**config.mk**
```make
export PLATFORM = sky130hd
export DESIGN_NAME = bgr_mix
export DESIGN_NICKNAME = d
export VERILOG_FILES = /design/src/sv/bgr_pkg.sv /design/src/sv/bgr_mix.sv
export SDC_FILE = /design/constraint.sdc
export NUM_CORES = 1
export LEC_CHECK = 0
export BUFFER_PORTS_ARGS = -buffer_cell sky130_fd_sc_hd__buf_2
export CORE_MARGIN = 2
export CORE_UTILIZATION = 25
export CTS_BUF_LIST = sky130_fd_sc_hd__clkbuf_4 sky130_fd_sc_hd__clkbuf_8 sky130_fd_sc_hd__clkbuf_16
export CTS_CLUSTER_DIAMETER = 50
export CTS_CLUSTER_SIZE = 40
export DETAILED_ROUTE_END_ITERATION = 10
export PLACE_DENSITY_LB_ADDON = 0.2
export SLEW_MARGIN = 0
export SYNTH_ARGS = -nofsm -noshare
export SYNTH_HDL_FRONTEND = slang
export SYNTH_SLANG_ARGS = --single-unit
```
**constraint.sdc**
```tcl
create_clock -name clock -period 18.55 [get_ports clock]
set_clock_uncertainty 0.2 [all_clocks]
set_input_delay 0 -clock clock [delete_from_list [all_inputs] [get_ports clock]]
set_output_delay 0 -clock clock [all_outputs]
set_load 0.005 [all_outputs]
```
**src/sv/bgr_pkg.sv**
```systemverilog
`default_nettype none
package bgr_pkg;

   localparam int COORD_BITS = 12;
   localparam int CH_BITS    = 8;
   localparam int LANES      = 3;
   localparam int NUM_BITS   = CH_BITS + COORD_BITS;
   localparam int DIV_STEPS  = CH_BITS;
   localparam int SHIFT_BITS = $clog2(CH_BITS);
   localparam int CSR_BITS   = 3;
   localparam int COLOR_BITS = LANES * CH_BITS;

   typedef logic [COORD_BITS-1:0]             coord_type;
   typedef logic [LANES-1:0][CH_BITS-1:0]     color_type;
   typedef logic [LANES-1:0][NUM_BITS-1:0]    num_type;
   typedef logic [CSR_BITS-1:0]               csr_index_type;
   typedef logic [SHIFT_BITS-1:0]             shift_type;

   localparam csr_index_type CSR_X_RES        = 3'd0;
   localparam csr_index_type CSR_Y_RES        = 3'd1;
   localparam csr_index_type CSR_TOP_LEFT     = 3'd2;
   localparam csr_index_type CSR_TOP_RIGHT    = 3'd3;
   localparam csr_index_type CSR_BOTTOM_LEFT  = 3'd4;
   localparam csr_index_type CSR_BOTTOM_RIGHT = 3'd5;

   localparam coord_type X_RES_RESET        = COORD_BITS'(640);
   localparam coord_type Y_RES_RESET        = COORD_BITS'(480);
   localparam color_type TOP_LEFT_RESET     = 24'h0000FF;
   localparam color_type TOP_RIGHT_RESET    = 24'h00FF00;
   localparam color_type BOTTOM_LEFT_RESET  = 24'hFF0000;
   localparam color_type BOTTOM_RIGHT_RESET = 24'hFFFF00;

   // Treat a zero resolution as one
   function automatic coord_type nonzero(input coord_type d);
      return (d == '0) ? COORD_BITS'(1) : d;
   endfunction

endpackage
`default_nettype wire

```
**src/sv/bgr_mix.sv**
```systemverilog
`default_nettype none
module bgr_mix (
   input  wire logic               clock,
   input  wire logic               enable,
   input  wire bgr_pkg::coord_type pos,
   input  wire bgr_pkg::coord_type divisor,
   input  wire bgr_pkg::color_type color_a,
   input  wire bgr_pkg::color_type color_b,
   output bgr_pkg::num_type        num_ff
);

   bgr_pkg::num_type num_in;

   // Weight both colors per channel: a*(d-p) + b*p
   always_comb begin
      for (int i = 0; i < bgr_pkg::LANES; i++) begin
         num_in[i] = bgr_pkg::NUM_BITS'(color_a[i]) * bgr_pkg::NUM_BITS'(divisor - pos)
                   + bgr_pkg::NUM_BITS'(color_b[i]) * bgr_pkg::NUM_BITS'(pos);
      end
   end

   always_ff @(posedge clock) begin
      if (enable) begin
         num_ff <= num_in;
      end
   end

endmodule
`default_nettype wire

```
* Word level (Yosys, flattened, before mapping)
Cells that the tools add are included.
Storage, ports and cells: word-level logic and storage cells 13, bits in registers 60, bits in latches 0, memories 0, bits in writable memories 0, output and inout port bits 60, ROM bits 0
Operators by class: divide/modulo/power cells 0, shifts and indexed selects 0, reduce and logical (&&, ||, !) cells 0, multipliers 6, bitwise gates (word level) 0, equal/unequal tests 0, muxes and demuxes 0, $add $sub $neg 4, order comparisons 0
Operators by type and width (number):
- $add A20 B20 Y20 | 3
- $mul A8 B12 Y20 | 3
- $mul A8 B20 Y20 | 2
- $mul A9 B13 Y20 | 1
- $sub A12 B12 Y13 | 1

* Logic depth before layout (Yosys ltp)
Gate-level depths: netlist (run 1).
depth after elaboration 3, gate-level depth with buffers 33

* Worst setup path before layout (run 1)
OpenSTA, ideal clock, no wires.
path type input to register, start point in pos[1], end point reg num_ff[39] (netlist name), data pin, cell stages on the path 28, setup slack 11.102 ns, library setup time 0.270 ns, data required time 18.080 ns, arrival 6.978 ns, cells stage by stage clkbuf_1 > inv_1 > ha_1 > nor2b_1 > o21ai_2 > a21boi_1 > o21ai_1 > a21oi_1 > a2111oi_0 > xnor2_1 > clkbuf_1 > nand2_1 > fa_1 > fa_1 > fa_1 > fa_1 > inv_1 > fa_1 > inv_1 > fa_1 > inv_1 > ha_1 > a21o_1 > a21o_1 > o41a_1 > a41o_1 > o41ai_2 > xor2_1
RTL lines:
- start: declaration | line bgr_mix.sv:5 | input wire bgr_pkg::coord_type pos,
- end signal: assignment | line bgr_mix.sv:24 | num_ff <= num_in;
- end: declaration | line bgr_mix.sv:9 | output bgr_pkg::num_type num_ff

==> results.md, run 1 <==
- Final Cell Area: 25300 µm²
- FF+latch count, synth: 60
- Area of the die: around 94000 µm²
- Number of synthesized flops with an enable pin: 60
- Fin crit share: 44.6%
- Register Area: 1800 µm²
- Mapped Nets: 3259
- Post-route ant nets: 0
- Slowest stage delay, CP: 0.67 ns
- Synth-to-Final Area Change: 10.0%
- Syn Inst Count: 2475
- Endpoints failing setup: 0
- Crit start category: input port
- Post-synthesis cell type count: between 50 and 60
- Deepest clock path buffer count: 2
- CP required: between 15 and 20 ns
- Tightest Pin Transition: between 0.8 and 0.9 ns
- Hpwl dp: about 50 mm
- Max-capacitance violation count: 0
- Die Width: slightly above 300 µm
- Largest net degree at the start of global routing: 50
- Setup CP Type: in2reg
- Max reg flops: 60
- TritonCTS clock tree: yes
- Port Buffer Count: around 130
- Top_reg_cell synth: edfxtp_1
- # DRC: 0
- Max Clk Rate: between 100 and 150 MHz
- Hold depth: 3
- Clk Tree Root Cell: clkbuf_16
- Vias in the first global route: between 15000 and 20000
- Syn Std Cell Area: between 20000 and 25000 µm²
- Row Count: approximately 110
- Fillers: between 9000 and 10000
- CP delay by family, top: adder cells
- Largest regs: num_ff x60
- RSZ-0062 raised after global routing: no
- CTS Sinks: 60
- Total CTS buffers: 9
- Initial Util: ~25%
- CTS H-Tree Depth: 3
- CP dominant cell by count: fa_1
- Final count of hold timing violations: 0
- WL per Instance: between 15 and 20 µm
- # IOs: around 130
- Setup Fix Bufs, Post-CTS: 0
- Sum of negative setup slack: 0 ns
- Pre-CTS setup slack: ~10 ns
- Slew HR: between 40% and 50%
- Total grt overflow: 0
- Biggest register: num_ff
- Share of cells above drive strength 1: 7.71%
- Final Slew Violations: 0
- Arrival time worst endpoint: 8.21 ns
- Min-delay worst type: in2reg
- Area of the multi-input gates: between 15000 and 20000 µm²
- Final Net Count: 3323
- Ys async rst share: 0%
- Buf/Inv on CP: 6
- Drt total wl: 60.0 mm
- First-pass GRT wire length: 97.7 mm
- Die Y: around 310 µm
- CP Capture Type: register
- Initial antenna violation count: 17
- Seq/Total Area, Yosys: a little under 8%
- Warnings from Yosys: 0
- Global placement routability congestion: around 0.76
- Util after Layout: about 28%
- CP max-delay cell: o41ai_4
- Worst setup margin: between 10 and 15 ns
- Vias: roughly 16000
- Status: completed
- Pre-antenna DRT Iters: 5
- Worst hold start: color_b[16]
- Synth Area per Inst: 9.28 µm²
- Worst Hold Path EP: num_ff[40]
- Iter 0 DRT Violations: 672
- Post-route minimum period: about 8.3 ns
- Drt via density: around 4.2
- Critical Path Fanout Max: 25
- GRT Resource Usage Total: between 10% and 20%
- Core area: just over 90000 µm²
- Dpl cell area: roughly 25000 µm²
- Clock transition at the registers of the reported paths: 0.07 ns
[worst max-delay path by stage]
stage,depth (start not counted),slack (ns),startpoint,endpoint
6_report,28,10.28,pos[1],num_ff[38]
3_5_place_dp,30,9.84,pos[1],num_ff[19]
2_1_floorplan,28,11.10,pos[1],num_ff[39]
3_3_place_gp,30,9.96,pos[1],num_ff[19]
4_1_cts,30,10.30,pos[1],num_ff[19]
5_1_grt,28,9.71,pos[1],num_ff[38]
[placed cells by master (no fill, tap or decap), drive strengths merged, types with 9 or more instances in the layout]
cell type / count
inv: 657
fa: 517
xnor2: 73
nand2: 290
buf: 155
nor2b: 20
nand2b: 36
a21oi: 37
mux2i: 13
clkbuf: 9
edfxtp: 60
ha: 193
nor2: 36
o21ai: 18
a21o: 15
mux2: 11
xor2: 18
and2: 303
[synth_stat cells, drive strengths merged, types with 4 or more instances]
| cell | number | area, µm² |
|---|---|---|
| fa | 517 | 10300 |
| nand2 | 290 | 1090 |
| nor3 | 7 | 35.0 |
| xor2 | 18 | 158 |
| a21oi | 37 | 189 |
| nor2 | 36 | 135 |
| mux2 | 11 | 124 |
| edfxtp | 60 | 1800 |
| nand3 | 5 | 25.0 |
| and2 | 303 | 1900 |
| mux2i | 13 | 130 |
| o21ai | 18 | 93.8 |
| o21bai | 4 | 30.0 |
| buf | 5 | 33.8 |
| and3 | 8 | 50.1 |
| xnor2 | 73 | 639 |
| nand2b | 36 | 225 |
| clkbuf | 98 | 368 |
| a21o | 15 | 113 |
| o21a | 8 | 60.1 |
| a211oi | 7 | 52.6 |
| inv | 657 | 2470 |
| nor2b | 20 | 125 |
| ha | 193 | 2410 |
| or3 | 6 | 37.5 |
[stage by stage]
| step | hold WS [ns] | cells |
|---|---|---|
| 2_1_floorplan | -0.0875 | 2475 |
| 3_5_place_dp | 0.196 | 3713 |
| 3_3_place_gp | 0.192 | 3713 |
| 6_report | 0.0498 | 3737 |
| 5_1_grt | 0.0876 | 3734 |
| 4_1_cts | 0.0211 | 3729 |
[kinds of logic (layout without fill, tap and decap cells)]
group                    count (synthesis)  in the layout  synth area share, %
AO/OA/AOI/OAI                          115            115                 3.61
XOR/XNOR                                91             91                 3.47
adder cells (fa/ha/maj)                710            710                 55.6
buffers and inverters                  760            828                 12.5
flip-flops                              60             60                 7.85
multiplexers                            24             24                 1.11
other                                    0              8                    0
AND/OR/NAND/NOR                        715            715                 15.9
[layout make-up]
class	count	area share, %
antenna	8	0.0793
timing repair buffer	156	3.34
clock inverter	6	0.263
sequential	60	7.13
inverter	657	9.76
multi-input combinational	1655	72.7
clock buffer	9	0.892
tap	1186	5.88
[per-layer routing]
metal / wire (µm) / GRT usage (%) / part of all wire, % / vias up
met4: 662 / 2.93 / 1.1 / 16
met1: 29800 / 19.7 / 50 / 8054
met5: 110 / 0 / 0.18 / -
met2: 27600 / 21.4 / 46 / 180
li1: - / - / - / 7313
met3: 1760 / 1.58 / 2.9 / 35
[repair_timing]
action	in CTS	in global routing
gates resized for setup	0	0
endpoints found under the hold margin	14	0
hold buffers	1	0
setup endpoints to repair	0	0
Power of run 1 is not shown: default switching activity piles up to over one toggle a cycle in this logic, so the estimate is an artifact.
==> run 2: changes to the inputs <==
==> constraint.sdc (replaced) <==
create_clock -name clock -period 8.3 [get_ports clock]
set_clock_uncertainty 0.2 [all_clocks]
set_input_delay 0 -clock clock [delete_from_list [all_inputs] [get_ports clock]]
set_output_delay 0 -clock clock [all_outputs]
set_load 0.005 [all_outputs]
==> results.md, run 2 (same netlist as run 1, synthesis figures left out) <==
- CP dominant cell by count: fa_1
- Die Y: 307 µm (unchanged)
- Clock transition at the registers of the reported paths: 0.07 ns (about the same)
- Arrival time worst endpoint: 7.62 ns (-0.59 ns)
- Sum of negative setup slack: 0 ns (unchanged)
- # IOs: 134 (unchanged)
- Met1 wire length: 29.8 mm (about the same)
- Total grt overflow: 0 (unchanged)
- Setup CP Type: in2reg
- Commonest non-fill, non-tap cells in the layout: inv_1 (654), fa_1 (517), and2_1 (303)
- Port Buffer Count: 133 (unchanged)
- Max Used Layer: met5
- Clk Tree Root Cell: clkbuf_16
- Deepest clock path buffer count: 2 (unchanged)
- Fin crit share: 92.5%
- Vias in the first global route: 17500 (+3.4%)
- TritonCTS clock tree: yes
- CP required: 8.24 ns (-10.26 ns)
- Vias: 15800 (+1.1%)
- WL met3: 2.54 mm (+44%)
- Final Slew Violations: 0 (unchanged)
- Iter 0 DRT Violations: 772 (+15%)
- Hpwl dp: 52.8 mm (+6.5%)
- Min-delay worst type: in2reg
- Critical Path Fanout Max: 10 (-60%)
- Met2 Routed Length: 29.4 mm (+6.5%)
- # DRC: 0 (unchanged)
- Pre-antenna DRT Iters: 7 (+2)
- RSZ-0062 raised after global routing: no
- Share of cells above drive strength 1: 8.46% (+0.76 points)
- Max reg flops: 60 (unchanged)
- Final Net Count: 3344 (+0.63%)
- Max Clk Rate: between 100 and 150 MHz
- Area of the die: 94300 µm² (unchanged)
- Row Count: 111 (unchanged)
- WL per Instance: 16.7 µm (+4.2%)
- Initial antenna violation count: 18 (+1)
- GRT Resource Usage Total: 14.2% (+0.74 points)
- Drt via density: 4.20 (+0.70%)
- Critical Path Stages: 29 (+3.6%)
- Largest regs: num_ff x60
- Buf/Inv on CP: 6 (unchanged)
- CTS H-Tree Depth: 3 (unchanged)
- Slowest stage delay, CP: 0.54 ns (-0.13 ns)
- Drt total wl: 62.8 mm (+4.7%)
- Max-capacitance violation count: 0 (unchanged)
- Fin cells: 3752 (+0.40%)
- CP max-delay cell: fa_1
- CP Capture Type: register
- Die Width: 307 µm (unchanged)
- CTS Sinks: 60 (unchanged)
- Final count of hold timing violations: 0 (unchanged)
- Initial Util: 25.1% (unchanged)
- Endpoints failing setup: 0 (unchanged)
- Post-route ant nets: 0 (unchanged)
- Critical Path End: num_ff[19]
- Total CTS buffers: 9 (unchanged)
- Core area: 91400 µm² (unchanged)
- Synth-to-Final Area Change: 10.8%
- Biggest register: num_ff
- Slew HR: 41.9% (-0.63 points)
- Post-route minimum period: roughly 7.7 ns
- Critical Path Source: divisor[0]
- Tightest Pin Transition: 0.868 ns (+0.0143 ns)
- Global placement routability congestion: 0.797 (+5.0%)
- Largest net degree at the start of global routing: 43 (-14%)
- Crit start category: input port
- CP delay by family, top: adder cells
- Commonest non-fill, non-tap cell in the layout: inv_1
- # placed instances: 3733 (+0.54%)
- Status: completed
- First-pass GRT wire length: 102 mm (+4.6%)
## run 2: per-stage QoR
stage          cell area [µm²]  hold WS (ns)  utilization [%]  setup WS, ns
4_1_cts                  25400       0.00854             27.8         0.491
2_1_floorplan            23000       -0.0875                -         0.852
5_1_grt                  25400        0.0767             27.8         0.169
6_report                 25400        0.0319             27.8         0.623
3_3_place_gp             25100         0.191             27.5         0.242
3_5_place_dp             25100         0.194             27.5        0.0734
## run 2: repair_timing
action                                  4_1_cts  5_1_grt
hold buffers                                  1        0
gates resized for setup                       0        0
setup buffers                                 0        1
hold endpoints to repair                     18        0
endpoints found under the setup margin        0        3
## run 2: final cells by class
type / instances / area (µm²)
well taps: 1186 / 1480
multi-input cells: 1655 / 18400
diodes: 2 / 5.00
clock inverters: 6 / 66.3
clock buffers: 9 / 225
flip-flops and latches: 60 / 1800
fillers: 9834 / 65900
inverters: 657 / 2470
repair buffers: 177 / 1040
## run 2: how the worst min path moves through the flow
stage	from	end	slack [ns]	depth (start not counted)
2_1_floorplan	enable	num_ff[0]	-0.09	0
3_3_place_gp	num_ff[50]	num_ff[50]	0.19	1
3_5_place_dp	num_ff[50]	num_ff[50]	0.19	1
4_1_cts	color_b[0]	num_ff[0]	0.009	3
5_1_grt	color_b[0]	num_ff[0]	0.08	3
6_report	color_b[0]	num_ff[0]	0.03	3
## run 2: routing by layer
| metal | up-vias | track usage, % |
|---|---|---|
| li1 | 7343 | - |
| met1 | 8103 | 20.2 |
| met3 | 49 | 1.73 |
| met2 | 256 | 23.2 |
| met5 | - | 0 |
| met4 | 20 | 3.37 |
## run 2: worst min-delay path, stage by stage
cell and delay (ns):
buf_2 0.22, and2_1 0.16, ha_1 0.13
Power of run 2 is left out for the same reason.
