--- config.mk ---
export PLATFORM = sky130hd
export DESIGN_NAME = bgr_div_step
export DESIGN_NICKNAME = d
export VERILOG_FILES = /design/src/sv/bgr_pkg.sv /design/src/sv/bgr_div_step.sv
export SDC_FILE = /design/constraint.sdc
export NUM_CORES = 1
export LEC_CHECK = 0
export BUFFER_PORTS_ARGS = -buffer_cell sky130_fd_sc_hd__buf_2
export CELL_PAD_IN_SITES_DETAIL_PLACEMENT = 0
export CELL_PAD_IN_SITES_GLOBAL_PLACEMENT = 2
export CORE_MARGIN = 5
export CORE_UTILIZATION = 28
export CTS_BUF_LIST = sky130_fd_sc_hd__clkbuf_4 sky130_fd_sc_hd__clkbuf_8
export DETAILED_ROUTE_END_ITERATION = 8
export HOLD_SLACK_MARGIN = 0.05
export MAX_ROUTING_LAYER = met4
export PLACE_DENSITY = 0.71
export SYNTH_ARGS = -nofsm -noshare
export SYNTH_HDL_FRONTEND = slang
export SYNTH_SLANG_ARGS = --single-unit
--- constraint.sdc ---
create_clock -name clock -period 4.85 [get_ports clock]
set_clock_uncertainty 0.2 [all_clocks]
set_input_delay 0.7275 -clock clock [delete_from_list [all_inputs] [get_ports clock]]
set_output_delay 0.7275 -clock clock [all_outputs]
set_load 0.02 [all_outputs]
--- src/sv/bgr_pkg.sv ---
`default_nettype none
package bgr_pkg;

   localparam int COORD_BITS = 12;
   localparam int CH_BITS    = 8;
   localparam int LANES      = 3;
   localparam int NUM_BITS   = CH_BITS + COORD_BITS;
   localparam int DIV_STEPS  = CH_BITS;
   localparam int SHIFT_BITS = $clog2(CH_BITS);
   localparam int CSR_BITS   = 3;
   localparam int COLOR_BITS = LANES * CH_BITS;

   typedef logic [COORD_BITS-1:0]             coord_type;
   typedef logic [LANES-1:0][CH_BITS-1:0]     color_type;
   typedef logic [LANES-1:0][NUM_BITS-1:0]    num_type;
   typedef logic [CSR_BITS-1:0]               csr_index_type;
   typedef logic [SHIFT_BITS-1:0]             shift_type;

   localparam csr_index_type CSR_X_RES        = 3'd0;
   localparam csr_index_type CSR_Y_RES        = 3'd1;
   localparam csr_index_type CSR_TOP_LEFT     = 3'd2;
   localparam csr_index_type CSR_TOP_RIGHT    = 3'd3;
   localparam csr_index_type CSR_BOTTOM_LEFT  = 3'd4;
   localparam csr_index_type CSR_BOTTOM_RIGHT = 3'd5;

   localparam coord_type X_RES_RESET        = COORD_BITS'(640);
   localparam coord_type Y_RES_RESET        = COORD_BITS'(480);
   localparam color_type TOP_LEFT_RESET     = 24'h0000FF;
   localparam color_type TOP_RIGHT_RESET    = 24'h00FF00;
   localparam color_type BOTTOM_LEFT_RESET  = 24'hFF0000;
   localparam color_type BOTTOM_RIGHT_RESET = 24'hFFFF00;

   // Treat a zero resolution as one
   function automatic coord_type nonzero(input coord_type d);
      return (d == '0) ? COORD_BITS'(1) : d;
   endfunction

endpackage
`default_nettype wire

--- src/sv/bgr_div_step.sv ---
`default_nettype none
module bgr_div_step (
   input  wire logic               clock,
   input  wire logic               enable,
   input  wire bgr_pkg::coord_type divisor,
   input  wire bgr_pkg::shift_type shift,
   input  wire bgr_pkg::num_type   rem,
   input  wire bgr_pkg::color_type quo,
   output bgr_pkg::num_type        rem_ff,
   output bgr_pkg::color_type      quo_ff
);

   bgr_pkg::num_type   rem_in;
   bgr_pkg::color_type quo_in;
   logic [bgr_pkg::NUM_BITS-1:0] dsh;

   // One restoring step: subtract the shifted divisor where it fits
   always_comb begin
      dsh = bgr_pkg::NUM_BITS'(divisor) << shift;
      for (int i = 0; i < bgr_pkg::LANES; i++) begin
         if (rem[i] >= dsh) begin
            rem_in[i] = rem[i] - dsh;
            quo_in[i] = quo[i] | (bgr_pkg::CH_BITS'(1) << shift);
         end else begin
            rem_in[i] = rem[i];
            quo_in[i] = quo[i];
         end
      end
   end

   always_ff @(posedge clock) begin
      if (enable) begin
         rem_ff <= rem_in;
         quo_ff <= quo_in;
      end
   end

endmodule
`default_nettype wire

# == Word level (Yosys, flattened, before mapping) ==
# Cells that the tools add are included.
# word_totals
mem_count,0
mem_bits_rw,0
latchBits,0
reg_bits,84
romBits,0
wordCells,23
inputBits,101
# op_classes
n_addsub,3
magnitude_cmp,3
n_shift,2
bitwise,3
n_mux,6
div,0
eq_ne,0
n_reduce_logical,0
n_mul,0
# ops
cell,n
20-bit greater-or-equal comparator,3
20-bit 2-to-1 mux,3
20-bit subtractor,3
8-bit 2-to-1 mux,3
8-bit bitwise OR,3
12-bit by 3-bit left shift with 20-bit output,1
"1-bit by 3-bit left shift with 8-bit output, first input constant",1

# == Longest topological paths before layout ==
# Gate-level depths: netlist of the first run.
# depth
depth_word,3
ltp_mapped,17
depth_no_buf,13

# == Worst setup path after synthesis of the first run ==
# Ideal clock, no wire load.
# synth_path
path_kind,input to register
from,in shift[1]
to,reg rem_ff[55] (netlist name) (data pin)
slack_ps,623
setup_time_ps,260
path_buffers,3
required_ps,4390
stages,13
t_arrival_ps,3767
path_cell_list,clkbuf_1 buf_1 mux2i_1 mux2i_1 mux2i_1 ha_1 buf_6 a211oi_2 nor2_1 o41ai_2 a21oi_2 o31ai_4 mux2_4
# synth_lines
element,line_no,rtl
"start, declared",bgr_div_step.sv:6,"input wire bgr_pkg::shift_type shift,"
"end signal, assigned",bgr_div_step.sv:33,rem_ff <= rem_in;
"end, declared",bgr_div_step.sv:9,"output bgr_pkg::num_type rem_ff,"

==> results.md, run 1 <==
* Syn nets at 910
* Nets at 1092
* Max rail drop VDD at 0.000150 V
* Initial antenna violation count at 0
* Fmax achieved at 234 MHz
* Final slew viol count at 0
* Hold EP: quo_ff[7]
* Hold depth at 2
* Cell Count, Final, Fillers Out at 1266
* Yosys reg bits at 84
* Async set-reset flop share out of synthesis at 0
* Largest net degree at the start of global routing at 55
* Fillers at 2680
* Static Leak at 3.66 nW
* WL final at 23700 um
* Ant. Diodes at 0
* Psw at 0.00112 W
* Bufs on Longest Clock Path at 2
* Most numerous cell in the Yosys netlist: nand2_1
* Critical Path AT at 4220 ps
* Final ANT Viol Nets at 0
* Hold Vio Cnt, Final at 0
* Min Tclk post-route at 4280 ps
* Number of global-route vias before repair at 6352
* Share of layout cells above drive strength 1 at 0.286
* Finish-stage setup viols at 0
* Combinational Power Share at 0.439
* Vias at 6260
* GRT overflow at 0
* CP max-delay cell: mux2i_1
* Clock H-tree levels at 3
* Top cell type's share of synthesized area at 0.358
* Syn Area/Cell at 9.42 sq um
* # IOs at 185
* Commonest cells post-synth: nand2_1 (85), edfxtp_1 (84), a21oi_1 (69)
* CP endpoint kind: register
* Multi-input gate area at 0.00425 sq mm
* 1st-iter DRT viols at 354
* Root buffer cell: clkbuf_8
* WL per Instance at 18.7 um
* Mapped cell area at 0.00705 sq mm
* Sequential power share at 0.346
* Most area-hungry cell type in the Yosys netlist: edfxtp_1
* Hold Crit Class: in -> reg
* Top area cells in the synthesized netlist: edfxtp_1 (36%), ha_1 (10%), a21oi_1 (4.9%)
* Slew @ Worst Pin at 738 ps
* RSZ-0062 raised after global routing: false
* Clk sinks at 84
* Dpl hpwl at 19000 um
* Clock share of power at 0.215
* # port buffers at 184
* FF/Latch Area at 0.00252 sq mm
* Final instance area at 0.00862 sq mm
* Max_slew headroom at 0.508
* DRT Pass-1 Iters at 8
* Die Width at 169 um
* Total power per unit cell area at 332 mW/mm^2
* Placed Area at 0.00839 sq mm
* Internal power at 0.00175 W
* Seq/Total Area, Yosys at 0.358
* CP startpoint: shift[1]
* Die Height at 169 um
* Hold-fix buffers, CTS at 0
* Initial core utilization at 0.283
* Tot GR Track Use at 0.169
* Status: completed
* Net Sw Frac at 0.390
* Die area at 0.0285 sq mm
* Core Rows at 58
* Largest stage delay, worst path at 550 ps
* Yosys cell types at 67
* Via density at 4.94
* CTS tree: yes
* EDFF count, synth at 84
* WP data required at 4790 ps
* RD Place Congestion at 0.849
* Crit path cell chain: buf_2 -> mux2i_1 -> mux2i_1 -> mux2i_1 -> ha_1 -> nand2_1 -> nor3_1 -> o21ai_1 -> o211ai_2 -> a211o_1 -> buf_4 -> mux2_2
* CP max FO at 26
* TritonCTS buffer count at 9
* Warnings from Yosys at 0
* CTS-repair resized insts at 0
* DRC errors left at 0
* Crit start category: input port
* Fin crit share at 0.882
* Post-Place Cells at 1250
* Core Region at 0.0250 sq mm
* Max cap viols at 0
* Clock transition at path regs at 110 ps
* Synth Flop Type: edfxtp_1
* Mapped Cells at 749
* Area Overhead vs Synth at 22.2%
* First-pass GRT wire length at 36200 um
* WS Path Type: in -> reg
* Most common cell on crit path: mux2i_1
* Hold Path Origin: quo[7]
* Setup TNS at 0 ps
* Post-CTS setup buffer count at 0
-- power by group through the flow --
stage	Combinational (W)	Clock [W]	Sequential (W)
final	0.00126	0.000615	0.000992
after global routing	0.00138	0.000671	0.00101
after CTS	0.00127	0.000638	0.000995
after detailed placement	0.00126	0	0.00101
after global placement	0.00127	0	0.00101
after floorplan	0.000701	0	0.00117
-- placed cells by master (no fill, tap or decap), types with 15 or more instances in the layout --
cell type and n:
o21ai_0 39, a21oi_1 69, o21ai_2 15, xnor2_1 20, mux2i_1 23, buf_2 183, edfxtp_1 84, xor2_1 25
nor2_1 60, buf_4 25, ha_1 57, o21bai_1 20, a21o_1 20, nand2_1 85, nor3_1 17
-- layer usage --
| metal | track usage | part of all wire | vias up |
|---|---|---|---|
| li1 | - | - | 3168 |
| met1 | 0.221 | 0.47 | 2900 |
| met2 | 0.277 | 0.47 | 176 |
| met3 | 0.0243 | 0.046 | 16 |
| met4 | 0.0399 | 0.014 | 0 |
| met5 | - | 0 | - |
-- worst max path at each step --
| stage | endpoint | slack [ps] | cells after the start |
|---|---|---|---|
| 2_1_floorplan | rem_ff[55] | 620 | 13 |
| 3_3_place_gp | rem_ff[30] | 180 | 13 |
| 3_5_place_dp | rem_ff[4] | 130 | 12 |
| 4_1_cts | rem_ff[4] | 550 | 12 |
| 5_1_grt | rem_ff[4] | 280 | 13 |
| 6_report | rem_ff[4] | 570 | 12 |
-- critical path, delay by kind of cell --
family / cells / cell delay [ps]
buffers and inverters: 2 / 750
AOI/OAI and AO/OA: 3 / 670
adders and majority gates: 1 / 300
and+or+nand+nor: 2 / 380
muxes: 4 / 1360
-- flip-flops by register name, indices dropped and copies added (netlist names) --
name	cells
quo_ff	24
rem_ff	60
-- cell families (layout without fill, tap and decap cells) --
group / Yosys count / after routing / share of synthesized area
xor gates and xnor gates: 45 / 45 / 0.0559
buffers and inverters: 54 / 241 / 0.0403
DFF: 84 / 84 / 0.358
muxes: 34 / 34 / 0.0518
adders and majority gates: 60 / 60 / 0.110
AOI/OAI and AO/OA: 239 / 239 / 0.233
and+or+nand+nor: 233 / 233 / 0.152
-- through the flow --
step                      total power, W  hold WS, ps   util  setup WS, ps
after floorplan                  0.00187          640      -           623
after global placement           0.00228          785  0.336           176
after detailed placement         0.00226          791  0.336           130
after CTS                        0.00290          364  0.345           550
after global routing             0.00306          362  0.345           276
final                            0.00286          387  0.345           573
-- cell type report --
class,count,share of cell area
timing repair buffer,210,0.133
clock inverter,7,0.0123
multi-input combinational,611,0.494
clock buffer,9,0.0144
sequential,84,0.293
tap,330,0.0479
inverter,15,0.00653
Power figures use the tool's default switching activity.
==> run 2, diff against run 1 <==
--- a/config.mk
+++ b/config.mk
@@ -12,6 +12,7 @@
 export CORE_UTILIZATION = 28
 export CTS_BUF_LIST = sky130_fd_sc_hd__clkbuf_4 sky130_fd_sc_hd__clkbuf_8
 export DETAILED_ROUTE_END_ITERATION = 8
+export GPL_TIMING_DRIVEN = 0
 export HOLD_SLACK_MARGIN = 0.05
 export MAX_ROUTING_LAYER = met4
 export PLACE_DENSITY = 0.71
==> run 2 against run 1 <==
Net effect:
- die area unchanged
- sequential share of layout area down 0.34 points
- sequential power shrank 0.4%
- design area rose by 1.2%
- worst hold slack improved by 2.3 ps
- non-clock buffer count is 12 higher
- routed wire length increased by 4.1%
- first-iteration DRC count fell by 5.6%
- critical path depth up 2
- total power is 1.1% lower
- global-route usage is 0.77 points higher
==> results.md, run 2 (synthesis gave the netlist of run 1 again) <==
* CP max-delay cell: mux2i_1
* Tot GR Track Use at 0.177 (+0.00770)
* Core Region at 0.0250 sq mm (unchanged)
* Via density at 4.96 (+0.27%)
* Max cap viols at 0 (unchanged)
* TritonCTS buffer count at 9 (unchanged)
* CP endpoint kind: register
* Critical Path AT at 4630 ps (+410 ps)
* WS Path Type: in -> reg
* Vias at 6346 (+1.4%)
* Finish-stage setup viols at 0 (unchanged)
* WL final at 24700 um (+4.1%)
* WL per Instance at 19.3 um (+3.0%)
* Commonest non-fill, non-tap cell in the layout: buf_2
* WP data required at 4820 ps (+30 ps)
* Largest net degree at the start of global routing at 64 (+16%)
* Bufs on Longest Clock Path at 2 (unchanged)
* Crit start category: input port
* Crit path max-delay family: compound AO/OA/AOI/OAI gates
* Fin crit share at 0.961 (+0.0788)
* Initial antenna violation count at 2 (+2)
* Min Tclk post-route at 4660 ps (+382 ps)
* Largest regs: rem_ff: 60 flops, quo_ff: 24 flops
* Die area at 0.0285 sq mm (unchanged)
* CTS tree: yes
* Die Height at 169 um (unchanged)
* Final ANT Viol Nets at 0 (unchanged)
* Status: completed
* Hold Vio Cnt, Final at 0 (unchanged)
* Clock transition at path regs at 100 ps (about the same)
* Setup TNS at 0 ps (unchanged)
* Dpl hpwl at 19100 um (+0.36%)
* Total power per unit cell area at 325 mW/mm^2 (-2.2%)
* Root buffer cell: clkbuf_8
* Hold-fix buffers, CTS at 0 (unchanged)
* Area Overhead vs Synth at 23.6%
* Crit path cell chain: clkbuf_1 -> buf_2 -> mux2i_1 -> mux2i_1 -> mux2i_4 -> ha_1 -> clkbuf_1 -> a21oi_1 -> nor2_1 -> o21ai_0 -> a32oi_1 -> o21ai_4 -> buf_2 -> o21ai_0
* Final slew viol count at 0 (unchanged)
* Die Width at 169 um (unchanged)
* # port buffers at 182 (-1.1%)
* Clk sinks at 84 (unchanged)
* Nets at 1104 (+1.1%)
* DRC errors left at 0 (unchanged)
* Top reg by flops: rem_ff
* 1st-iter DRT viols at 334 (-5.6%)
* Share of layout cells above drive strength 1 at 0.292 (+0.00587)
* GRT overflow at 0 (unchanged)
* CP max FO at 10 (-62%)
* Total power at 0.00283 W (-1.1%)
* Max rail drop VDD at 0.000128 V (-15%)
* Final core utilization at 0.349 (+0.00406)
* Slew @ Worst Pin at 633 ps (-105 ps)
* DRT Pass-1 Iters at 5 (-3)
* Clock H-tree levels at 3 (unchanged)
* Post-CTS setup buffer count at 0 (unchanged)
* Commonest non-fill, non-tap cells in the layout: buf_2 (191), nand2_1 (85), edfxtp_1 (84)
* Max FFs per register at 60 (unchanged)
* Static Leak at 3.66 nW (-0.21%)
* CP bufs+invs at 4 (+2)
* Number of global-route vias before repair at 6436 (+1.3%)
* First-pass GRT wire length at 37700 um (+4.1%)
* Max_slew headroom at 0.570 (+0.0616)
* Fmax achieved at 215 MHz (-8.2%)
* RD Place Congestion at 0.830 (-2.3%)
* # IOs at 185 (unchanged)
* Hold Crit Class: in -> reg
* Core Rows at 58 (unchanged)
* Largest stage delay, worst path at 430 ps (-120 ps)
* RSZ-0062 raised after global routing: false
* Initial core utilization at 0.283 (unchanged)
[run 2: cell types whose count changed in the layout (fill, tap and decap cells not counted), sizes merged]
cell,change
clkinvlp,+1
clkinv,-1
diode,+2
inv,+1
bufinv,-1
buf,-7
clkbuf,+19
[run 2: layer usage]
layer  up-vias  share of wire  global-route usage
li1       3203              -                   -
met1      2935           0.48               0.242
met2       185           0.45               0.275
met3        23          0.047              0.0259
met4         0          0.020              0.0459
met5         -              0                   -
[run 2: power breakdown]
part           leakage (nW)  internal, W  switching (W)
sequential            0.822     0.000961      0.0000272
combinational          2.73     0.000483       0.000792
clock                 0.103     0.000247       0.000322
[run 2: layout make-up]
type	count	area, sq um
flip-flops and latches	84	2520
inverters	15	56.3
repair buffers	183	941
multi-input cells	611	4350
diodes	2	5.00
clock inverters	7	80.1
clock buffers	9	124
plain buffers	39	234
well taps	330	413
fillers	2682	16200
[run 2: worst paths after layout]
kind / slack (ps) / cells after the start / start / end
worst max-delay path: 190 / 14 / shift[1] / rem_ff[38]
worst min-delay path: 390 / 2 / quo[0] / quo_ff[0]
[run 2: per-stage QoR]
stage | instances | setup slack [ps] | area (sq um) | hold WS, ps
final | 1280 | 190 | 8720 | 389
after global routing | 1280 | 6.35 | 8720 | 376
after CTS | 1278 | 74.0 | 8670 | 365
after detailed placement | 1262 | -855 | 8410 | 785
after global placement | 1261 | -918 | 8380 | 777
after floorplan | 749 | 623 | 7050 | 640
[run 2: timing repair]
item | 4_1_cts | 5_1_grt
endpoints found under the hold margin | 0 | 0
resized for setup | 14 | 12
setup endpoints to repair | 64 | 13
gates cloned | 0 | 0
